## src/hw/rtl/vwcu_pkg.sv

```systemverilog
// Package for the variable-width code unpacker.
// Holds field widths, the minimum code width and the result record.
// No dependencies.
package vwcu_pkg;

  // Field widths of the byte stream and code channels
  localparam int unsigned ByteW  = 8;
  localparam int unsigned WidthW = 5;
  localparam int unsigned CodeW  = 16;

  // Narrowest code the stream uses; smaller widths are taken as this
  localparam logic [WidthW-1:0] MinWidth = 5'd9;

  // One result from the unpack datapath
  typedef struct packed {
    logic             emit;
    logic [CodeW-1:0] code_value;
    logic             end_marker;
  } vwcu_res_t;

endpackage

```

## src/hw/rtl/variable_width_code_unpacker_core.sv

```systemverilog
// Variable-width code unpacker, least significant bit first (top level).
// Bytes arrive on the input channel, at most one code leaves per byte
// through the output channel.
//
// Input channel: in_valid_i / in_stall_o carry data_byte_i and code_width_i.
// A transaction completes on a clock edge with valid high and stall low.
// Output channel: out_valid_o / out_stall_i carry code_value_o and
// end_marker_o, same rule.
// Configuration: cfg_valid_i / cfg_ready_o write end_code (reset 256);
// ready is always high, write only while the block is idle.
//
// Throughput is one byte per cycle while in_stall_o is low. A code is
// registered before it appears, and leaves from a single result register.
// A two-entry output (result register plus skid register) lets a new byte
// in while a code waits; in_stall_o rises only once both are full, and
// clears once the receiver takes a code. Bytes that complete no code
// produce no output transaction.
// Reset empties the bit buffer and both output entries and restores the
// end code; the block is ready as soon as reset is released.
module variable_width_code_unpacker_core
  import vwcu_pkg::*;
#(
  parameter int unsigned MAX_WIDTH = 16
) (
  input  logic              clk_i,
  input  logic              rst_ni,
  // byte stream
  input  logic              in_valid_i,
  output logic              in_stall_o,
  input  logic [ByteW-1:0]  data_byte_i,
  input  logic [WidthW-1:0] code_width_i,
  // code stream
  output logic              out_valid_o,
  input  logic              out_stall_i,
  output logic [CodeW-1:0]  code_value_o,
  output logic              end_marker_o,
  // configuration
  input  logic              cfg_valid_i,
  output logic              cfg_ready_o,
  input  logic [CodeW-1:0]  cfg_end_code_i
);

  localparam logic [CodeW-1:0] EndCodeRst = 16'd256;

  logic [CodeW-1:0] end_code_q;
  vwcu_res_t        res;
  logic             in_fire;
  logic             out_fire;
  logic             new_res;

  logic             out_valid_q, out_valid_d;
  logic [CodeW-1:0] out_code_q, out_code_d;
  logic             out_end_q, out_end_d;
  logic             skid_valid_q, skid_valid_d;
  logic [CodeW-1:0] skid_code_q, skid_code_d;
  logic             skid_end_q, skid_end_d;

  // End code register
  assign cfg_ready_o = 1'b1;

  always_ff @(posedge clk_i or negedge rst_ni) begin
    if (!rst_ni) begin
      end_code_q <= EndCodeRst;
    end else if (cfg_valid_i && cfg_ready_o) begin
      end_code_q <= cfg_end_code_i;
    end
  end

  // Handshake
  assign in_stall_o = skid_valid_q;
  assign in_fire    = in_valid_i && !skid_valid_q;
  assign out_fire   = out_valid_q && !out_stall_i;

  vwcu_unpack #(
    .MAX_WIDTH(MAX_WIDTH)
  ) u_unpack (
    .clk_i        (clk_i),
    .rst_ni       (rst_ni),
    .accept_i     (in_fire),
    .data_byte_i  (data_byte_i),
    .code_width_i (code_width_i),
    .end_code_i   (end_code_q),
    .res_o        (res)
  );

  assign new_res = in_fire && res.emit;

  // Result register with skid entry behind it
  always_comb begin
    out_valid_d  = out_valid_q;
    out_code_d   = out_code_q;
    out_end_d    = out_end_q;
    skid_valid_d = skid_valid_q;
    skid_code_d  = skid_code_q;
    skid_end_d   = skid_end_q;
    if (!out_valid_q || out_fire) begin
      if (skid_valid_q) begin
        out_valid_d  = 1'b1;
        out_code_d   = skid_code_q;
        out_end_d    = skid_end_q;
        skid_valid_d = 1'b0;
      end else if (new_res) begin
        out_valid_d = 1'b1;
        out_code_d  = res.code_value;
        out_end_d   = res.end_marker;
      end else begin
        out_valid_d = 1'b0;
      end
    end else if (new_res) begin
      skid_valid_d = 1'b1;
      skid_code_d  = res.code_value;
      skid_end_d   = res.end_marker;
    end
  end

  always_ff @(posedge clk_i or negedge rst_ni) begin
    if (!rst_ni) begin
      out_valid_q  <= 1'b0;
      skid_valid_q <= 1'b0;
    end else begin
      out_valid_q  <= out_valid_d;
      skid_valid_q <= skid_valid_d;
    end
  end

  always_ff @(posedge clk_i) begin
    out_code_q  <= out_code_d;
    out_end_q   <= out_end_d;
    skid_code_q <= skid_code_d;
    skid_end_q  <= skid_end_d;
  end

  assign out_valid_o  = out_valid_q;
  assign code_value_o = out_code_q;
  assign end_marker_o = out_end_q;

endmodule

```

## src/hw/rtl/vwcu_unpack.sv

```systemverilog
// Bit buffer and code extraction for the variable-width code unpacker.
// Depends on vwcu_pkg; instantiated by variable_width_code_unpacker_core.
module vwcu_unpack
  import vwcu_pkg::*;
#(
  parameter int unsigned MAX_WIDTH = 16
) (
  input  logic              clk_i,
  input  logic              rst_ni,
  input  logic              accept_i,
  input  logic [ByteW-1:0]  data_byte_i,
  input  logic [WidthW-1:0] code_width_i,
  input  logic [CodeW-1:0]  end_code_i,
  output vwcu_res_t         res_o
);

  localparam int unsigned BufW = MAX_WIDTH + 7;
  localparam int unsigned CntW = $clog2(MAX_WIDTH + 8);
  localparam logic [WidthW-1:0] MaxWidth = WidthW'(MAX_WIDTH);

  logic [BufW-1:0]   buf_q, buf_d;
  logic [CntW-1:0]   cnt_q, cnt_d;
  logic [WidthW-1:0] width;
  logic [BufW-1:0]   merged;
  logic [CntW-1:0]   sum;
  logic [BufW-1:0]   mask;
  logic [BufW-1:0]   code_full;
  logic              emit;
  logic              is_end;

  // Clamp the requested width into the supported range
  always_comb begin
    if (code_width_i < MinWidth) begin
      width = MinWidth;
    end else if (code_width_i > MaxWidth) begin
      width = MaxWidth;
    end else begin
      width = code_width_i;
    end
  end

  // Append the byte above the leftover bits and pick off one code
  always_comb begin
    merged    = buf_q | (BufW'(data_byte_i) << cnt_q);
    sum       = cnt_q + CntW'(ByteW);
    emit      = ({1'b0, sum} >= {1'b0, CntW'(width)});
    mask      = ~({BufW{1'b1}} << width);
    code_full = merged & mask;
    is_end    = emit && (code_full == BufW'(end_code_i));
  end

  // Next buffer state: end code flushes all leftover bits
  always_comb begin
    if (is_end) begin
      buf_d = '0;
      cnt_d = '0;
    end else if (emit) begin
      buf_d = merged >> width;
      cnt_d = sum - CntW'(width);
    end else begin
      buf_d = merged;
      cnt_d = sum;
    end
  end

  always_ff @(posedge clk_i or negedge rst_ni) begin
    if (!rst_ni) begin
      buf_q <= '0;
      cnt_q <= '0;
    end else if (accept_i) begin
      buf_q <= buf_d;
      cnt_q <= cnt_d;
    end
  end

  assign res_o.emit       = emit;
  assign res_o.code_value = code_full[CodeW-1:0];
  assign res_o.end_marker = is_end;

endmodule
```

## config.mk

```make
export PLATFORM = sky130hd
export DESIGN_NAME = variable_width_code_unpacker_core
export DESIGN_NICKNAME = d
export VERILOG_FILES = /design/src/hw/rtl/vwcu_pkg.sv /design/src/hw/rtl/variable_width_code_unpacker_core.sv /design/src/hw/rtl/vwcu_unpack.sv
export SDC_FILE = /design/constraint.sdc
export NUM_CORES = 1
export LEC_CHECK = 0
export BUFFER_PORTS_ARGS = -buffer_cell sky130_fd_sc_hd__buf_2
export CAP_MARGIN = 20
export CORE_UTILIZATION = 35
export CTS_BUF_LIST = sky130_fd_sc_hd__clkbuf_16
export DETAILED_ROUTE_END_ITERATION = 7
export SKIP_CTS_REPAIR_TIMING = 1
export SYNTH_ARGS = -nofsm -noshare
export SYNTH_HDL_FRONTEND = slang
export SYNTH_HIERARCHICAL = 1
export SYNTH_SLANG_ARGS = --single-unit
```

## constraint.sdc

```tcl
create_clock -name clk_i -period 3.7 [get_ports clk_i]
set_input_delay 1.11 -clock clk_i [delete_from_list [all_inputs] [get_ports clk_i]]
set_output_delay 1.11 -clock clk_i [all_outputs]
set_load 0.05 [all_outputs]
```

Word level (Yosys, flattened, before mapping):

Cells that the tools add are included.

* word-level logic and storage cells: 48
* bits in registers: 80

* shifts and indexed selects: 3
* eq/ne operators: 1
* reduce and logical (&&, ||, !) cells: 12
* bitwise gates (word level): 4
* magnitude comparators: 3
* add/subtract/negate cells: 2
* mux-type cells: 14

Operators with widths (count)
* $mux 23: 2
* $mux 16: 2
* $and 23x23->23: 1
* $eq 23x16->1: 1
* $not 23->23: 1
* $or 23x23->23: 1
* $shl 23x5->23 const A: 1
* $shl 8x5->23: 1
* $shr 23x5->23: 1
* $mux 5: 4
* $mux 1: 6
* $add 5x4->5 const B: 1
* $ge 5x5->1: 1
* $gt 5x5->1 const B: 1
* $lt 5x4->1 const B: 1
* $sub 5x5->5: 1
* $logic_and 1x1->1: 4
* $reduce_and 2->1: 2
* $reduce_bool 2->1: 2
* $logic_not 1->1: 3
* $logic_or 1x1->1: 1
* $not 1->1: 1

Depth between registers and ports, before layout:

* word-level depth: 10
* gate-level depth with buffers: 16
* gate-level depth less buffers: 13

By module:

The synthesis kept the hierarchy.

Modules (own cells, without submodules)
* vwcu_unpack: times used 1, seq. area each 700.7 um^2, area each 3595.9 um^2, cells each 477
* variable_width_code_unpacker_core: times used 1, seq. area each 1472.7 um^2, area each 2011.9 um^2, cells each 98

Worst setup path after synthesis:

Ideal clock, no wire load.

* path kind: input port to flip-flop
* start point: in code_width_i[3]
* end point: reg out_code_q[0], in the netlist code_value_o[0], enable pin
* setup slack: -0.798 ns
* data arrival time: 4.101 ns
* setup time: 0.397 ns
* data required time: 3.303 ns
* path buffers: 4
* stages on the path: 15
* cell sequence: clkbuf_1 o21ai_0 o21ai_0 inv_1 clkbuf_1 ha_1 inv_1 a21o_1 a21o_1 o41ai_1 inv_1 clkbuf_1 buf_4 a21oi_1 a21oi_1

* cells in the longest elaborated chain, start to end: 7
* elaborated cells between the ends (all ways): 8

Ends and longest elaborated chain
* from (decl): line variable_width_code_unpacker_core.sv:31 `input logic [WidthW-1:0] code_width_i,`
* $gt 5x5->1: line vwcu_unpack.sv:35 `end else if (code_width_i > MaxWidth) begin`
* $mux 5: line vwcu_unpack.sv:35
* $mux 5 *: line vwcu_unpack.sv:33 `if (code_width_i < MinWidth) begin`
* $ge 5x5->1 *: line vwcu_unpack.sv:46 `emit = ({1'b0, sum} >= {1'b0, CntW'(width)});`
* net u_unpack.emit: line vwcu_unpack.sv:28 `logic emit;`
* $logic_and 1x1->1 *: line variable_width_code_unpacker_core.sv:86 `assign new_res = in_fire && res.emit;`
* $reduce_bool 2->1 (no line) *
* $reduce_and 2->1 (no line) *
* to (signal assigned): line variable_width_code_unpacker_core.sv:127 `out_code_q <= out_code_d;`
* to (decl): line variable_width_code_unpacker_core.sv:52 `logic [CodeW-1:0] out_code_q, out_code_d;`

Mark *: on every way through the listed nets, which the timed path passes. The rest lies on a longest branch.
A chain may end at the register's enable or synchronous reset.

Worst setup path after layout:

* start point: in code_width_i[1]
* end point: reg u_unpack.cnt_q[4]

* cells in the longest elaborated chain, start to end: 9
* elaborated cells between the ends (all ways): 13

Ends and longest elaborated chain
* $gt 5x5->1: line vwcu_unpack.sv:35
* $mux 5: line vwcu_unpack.sv:35
* $mux 5 *: line vwcu_unpack.sv:33
* $shl 23x5->23: line vwcu_unpack.sv:47 `mask = ~({BufW{1'b1}} << width);`
* $not 23->23: line vwcu_unpack.sv:47
* $and 23x23->23: line vwcu_unpack.sv:48 `code_full = merged & mask;`
* $eq 23x16->1: line vwcu_unpack.sv:49 `is_end = emit && (code_full == BufW'(end_code_i));`
* $logic_and 1x1->1: line vwcu_unpack.sv:49
* $mux 5 *: line vwcu_unpack.sv:54 `if (is_end) begin`
* to (signal assigned): line vwcu_unpack.sv:72 `cnt_q <= cnt_d;`
* to (decl): line vwcu_unpack.sv:22 `logic [CntW-1:0] cnt_q, cnt_d;`

Every way passes the cells marked *; elsewhere a longest branch is shown, timed or not.

==> results.txt <==
Max_slew headroom = 34.08%
Worst-Skew Late Latency = 0.35 ns
DRT iter0 DRCs = 610
Total Routing Usage GR = 24.91%
Largest stage delay, worst path = 0.44 ns
Final nets = 716
Number of global-route vias before repair = 5079
Hold Path Origin = u_unpack/buf_q[1]
RR Endpoint = u_unpack/cnt_q[4]
Core area = 15430 sq um
Pwr per Cell Area = 906.8 nW/um^2
Power Total = 6.254 mW
Critical Path Most Common Cell = buf_4
P&R area growth vs syn = 22.98%
Average wire per standard cell = 22.41 um
Family with the most delay on the worst path = simple AND/OR/NAND/NOR gates
Vias per Instance = 5.943
Period minus WS final = 3.599 ns
Netlist cell types = 83
Ys async rst share = 57.50%
Worst Hold End = u_unpack/buf_q[1]
Power share of the combinational group = 60.6%
Die height = 128.6 um
Number of port buffers = 52
Crit-path max FO = 7
Post-synthesis sequential area ratio = 38.76%
Synth Cell Area = 5608 sq um
Synthesis Warnings = 6
Multi-input logic area = 3146 sq um
Peak Freq = 0.2779 GHz
N_diodes = 0
# rows = 45
HP Class = flip-flop to flip-flop
Worst VDD drop = 0.3354 mV
Hold Fails Final Rpt = 0
Util after Layout = 44.70%
Hpwl dp = 15280 um
R2R Setup Slk = 0.21 ns
Placer congestion estimate = 0.9697
Die Width = 128.6 um
Sw Share = 46.56%
Reg clk slew, reported paths = 0.07 ns
Register area = 2175 sq um
DR vias = 5301
CTS Buffer Depth = 2
I/O Pins = 54
Root buf cell = clkbuf_16
Synth top area cells = dfrtp_1, edfxtp_1, mux2_2, mux2_4, a21oi_1
Max Slew Vio Count = 0
Syn_nets = 615
Post-synth EDFFs = 34
TritonCTS clock tree = done
Worst setup EP type = flip-flop
Initial core utilization = 36.35%
Max Cap Violations = 0
TritonRoute pass-1 iters = 6
Sink Count = 80
Worst path cell trace = buf_2 > buf_4 > or2_2 > a21oi_4 > buf_4 > nor2_1 > a2111oi_0 > o2111ai_1 > nor4_2 > and2_2 > buf_4 > o31ai_1
Outcome = finished clean
Tightest Pin Transition = 0.9887 ns
Clock skew = 0.01287 ns
Sequential share of power = 24.3%
CP Launch Type = input pin
Final Setup Violations = 0
Grt ovf = 0
Largest net degree at the start of global routing = 28
Hold depth = 2
Commonest cells in the synthesized netlist = dfrtp_1, nor2_1, nand2_1, a21oi_1, edfxtp_1
Total CTS buffers = 9
Fraction of layout cells with a size suffix above 1 = 32.89%
Clock group share of total power = 15.1%
Pleak = 2.889 nW
Slowest cell on crit path = a2111oi_0
Critical path buffer and inverter count = 4
Final Cycle Share = 97.26%
Die area = 16530 sq um
Synth top area share = 20.08%
Initial antenna violation count = 0
RSZ-0062 raised after global routing = false
Kind of critical path = input pin to flip-flop
Synth Register Bits = 80
DRC Markers = 0
Total wire length = 19990 um
First-pass GRT wire length = 30440 um
Reg-to-Reg Start = u_unpack/cnt_q[1]
Synth Instances = 575
Avg Synthesized Cell Area = 9.753 sq um
Worst EP arrival = 3.83 ns
Net Switching = 2.912 mW
Required @ worst endpoint = 3.93 ns
Final ANT Viol Nets = 0
Yosys top cell by area = dfrtp_1
Fill cell count = 1513
Int Pwr = 3.342 mW
Ys flop type = dfrtp_1
R2r worst-path depth = 11
H-tree Lvls = 3
-- layout make-up --
class                      instances  area share (%)
multi-input combinational        428           45.61
clock inverter                     7           1.216
tap                              211           3.828
timing repair buffer             135           13.35
inverter                          22           1.197
clock buffer                       9           3.266
sequential                        80           31.53
-- worst max path at each step --
stage                      startpoint                end  slack, ns  cells after the start
finish                code_width_i[1]  u_unpack/cnt_q[4]       0.10                     12
CTS                 u_unpack/cnt_q[1]  u_unpack/cnt_q[4]      -0.14                     11
floorplan             code_width_i[3]       end_marker_o      0.001                     15
global placement      code_width_i[1]  u_unpack/cnt_q[0]      -0.41                     12
global route          code_width_i[1]  u_unpack/cnt_q[4]       0.05                     12
detailed placement    code_width_i[1]  u_unpack/cnt_q[4]      -0.38                     12
-- routing by layer --
metal  wire (um)  GRT usage (%)
met1        8203          31.94
met3        1703          5.447
met2        9306          40.03
met4         773          11.70
met5           0              0
-- flip-flops by register name, summed over array words and instances (netlist names) --
signal,flops
out_valid_o,1
u_unpack/buf_q,23
skid_code_q,16
end_code_q,16
in_stall_o,1
code_value_o,16
end_marker_o,1
u_unpack/cnt_q,5
skid_end_q,1
-- layout by cell type, fill, tap and decap left out, drive strengths merged, types with 5 or more instances in the layout --
master	instances
o31ai	5
nand4	5
buf	135
nor2	45
nand2	44
a211oi	6
inv	24
and3	8
ha	5
a2111oi	5
a21o	9
nor3	7
mux4	5
edfxtp	34
mux2i	13
nand2b	11
a31oi	7
a221o	5
a21oi	36
o21ai	25
mux2	46
clkbuf	9
nor4	6
a221oi	5
nand3	12
nor2b	22
o22ai	7
dfrtp	45
-- power groups by stage --
| stage | Combinational [mW] | Clock, mW | Sequential, mW |
|---|---|---|---|
| 6_report | 3.79 | 0.944 | 1.52 |
| 5_1_grt | 4.01 | 0.991 | 1.55 |
| 4_1_cts | 3.71 | 0.953 | 1.52 |
| 3_5_place_dp | 3.69 | 0 | 1.53 |
| 3_3_place_gp | 3.67 | 0 | 1.53 |
| 2_1_floorplan | 2.14 | 0 | 1.71 |
-- stage by stage --
step	setup TNS (ns)	instance area (sq um)	setup WS, ns	hold WS [ns]	std cells
after floorplan	0	5647	0.001441	0.4485	575
after global placement	-6.851	6573	-0.4055	0.4630	876
after detailed placement	-6.428	6573	-0.3813	0.4709	876
after CTS	-1.478	6882	-0.1425	0.4873	892
after global routing	0	6897	0.04984	0.5071	892
final	0	6897	0.1014	0.4880	892
-- logic make-up after synthesis --
group,share of synthesized area (%)
AND/OR/NAND/NOR,16.71
XOR/XNOR,0.7810
AO/OA/AOI/OAI,21.51
other,0.06687
flip-flops,38.76
multiplexers,14.84
buffers and inverters,5.868
adder cells (fa/ha/maj),1.473
-- worst reg2reg max path: stages, from the launching register on --
cell and delay [ns]:
dfrtp_2 0.57, buf_4 0.27, nor4b_1 0.36, buf_4 0.24
mux2i_1 0.21, o2bb2ai_1 0.10, a2111oi_0 0.43, o2111ai_1 0.21
nor4_2 0.42, and2_2 0.30, buf_4 0.17, o31ai_1 0.09
(Power assumes the default switching activity.)
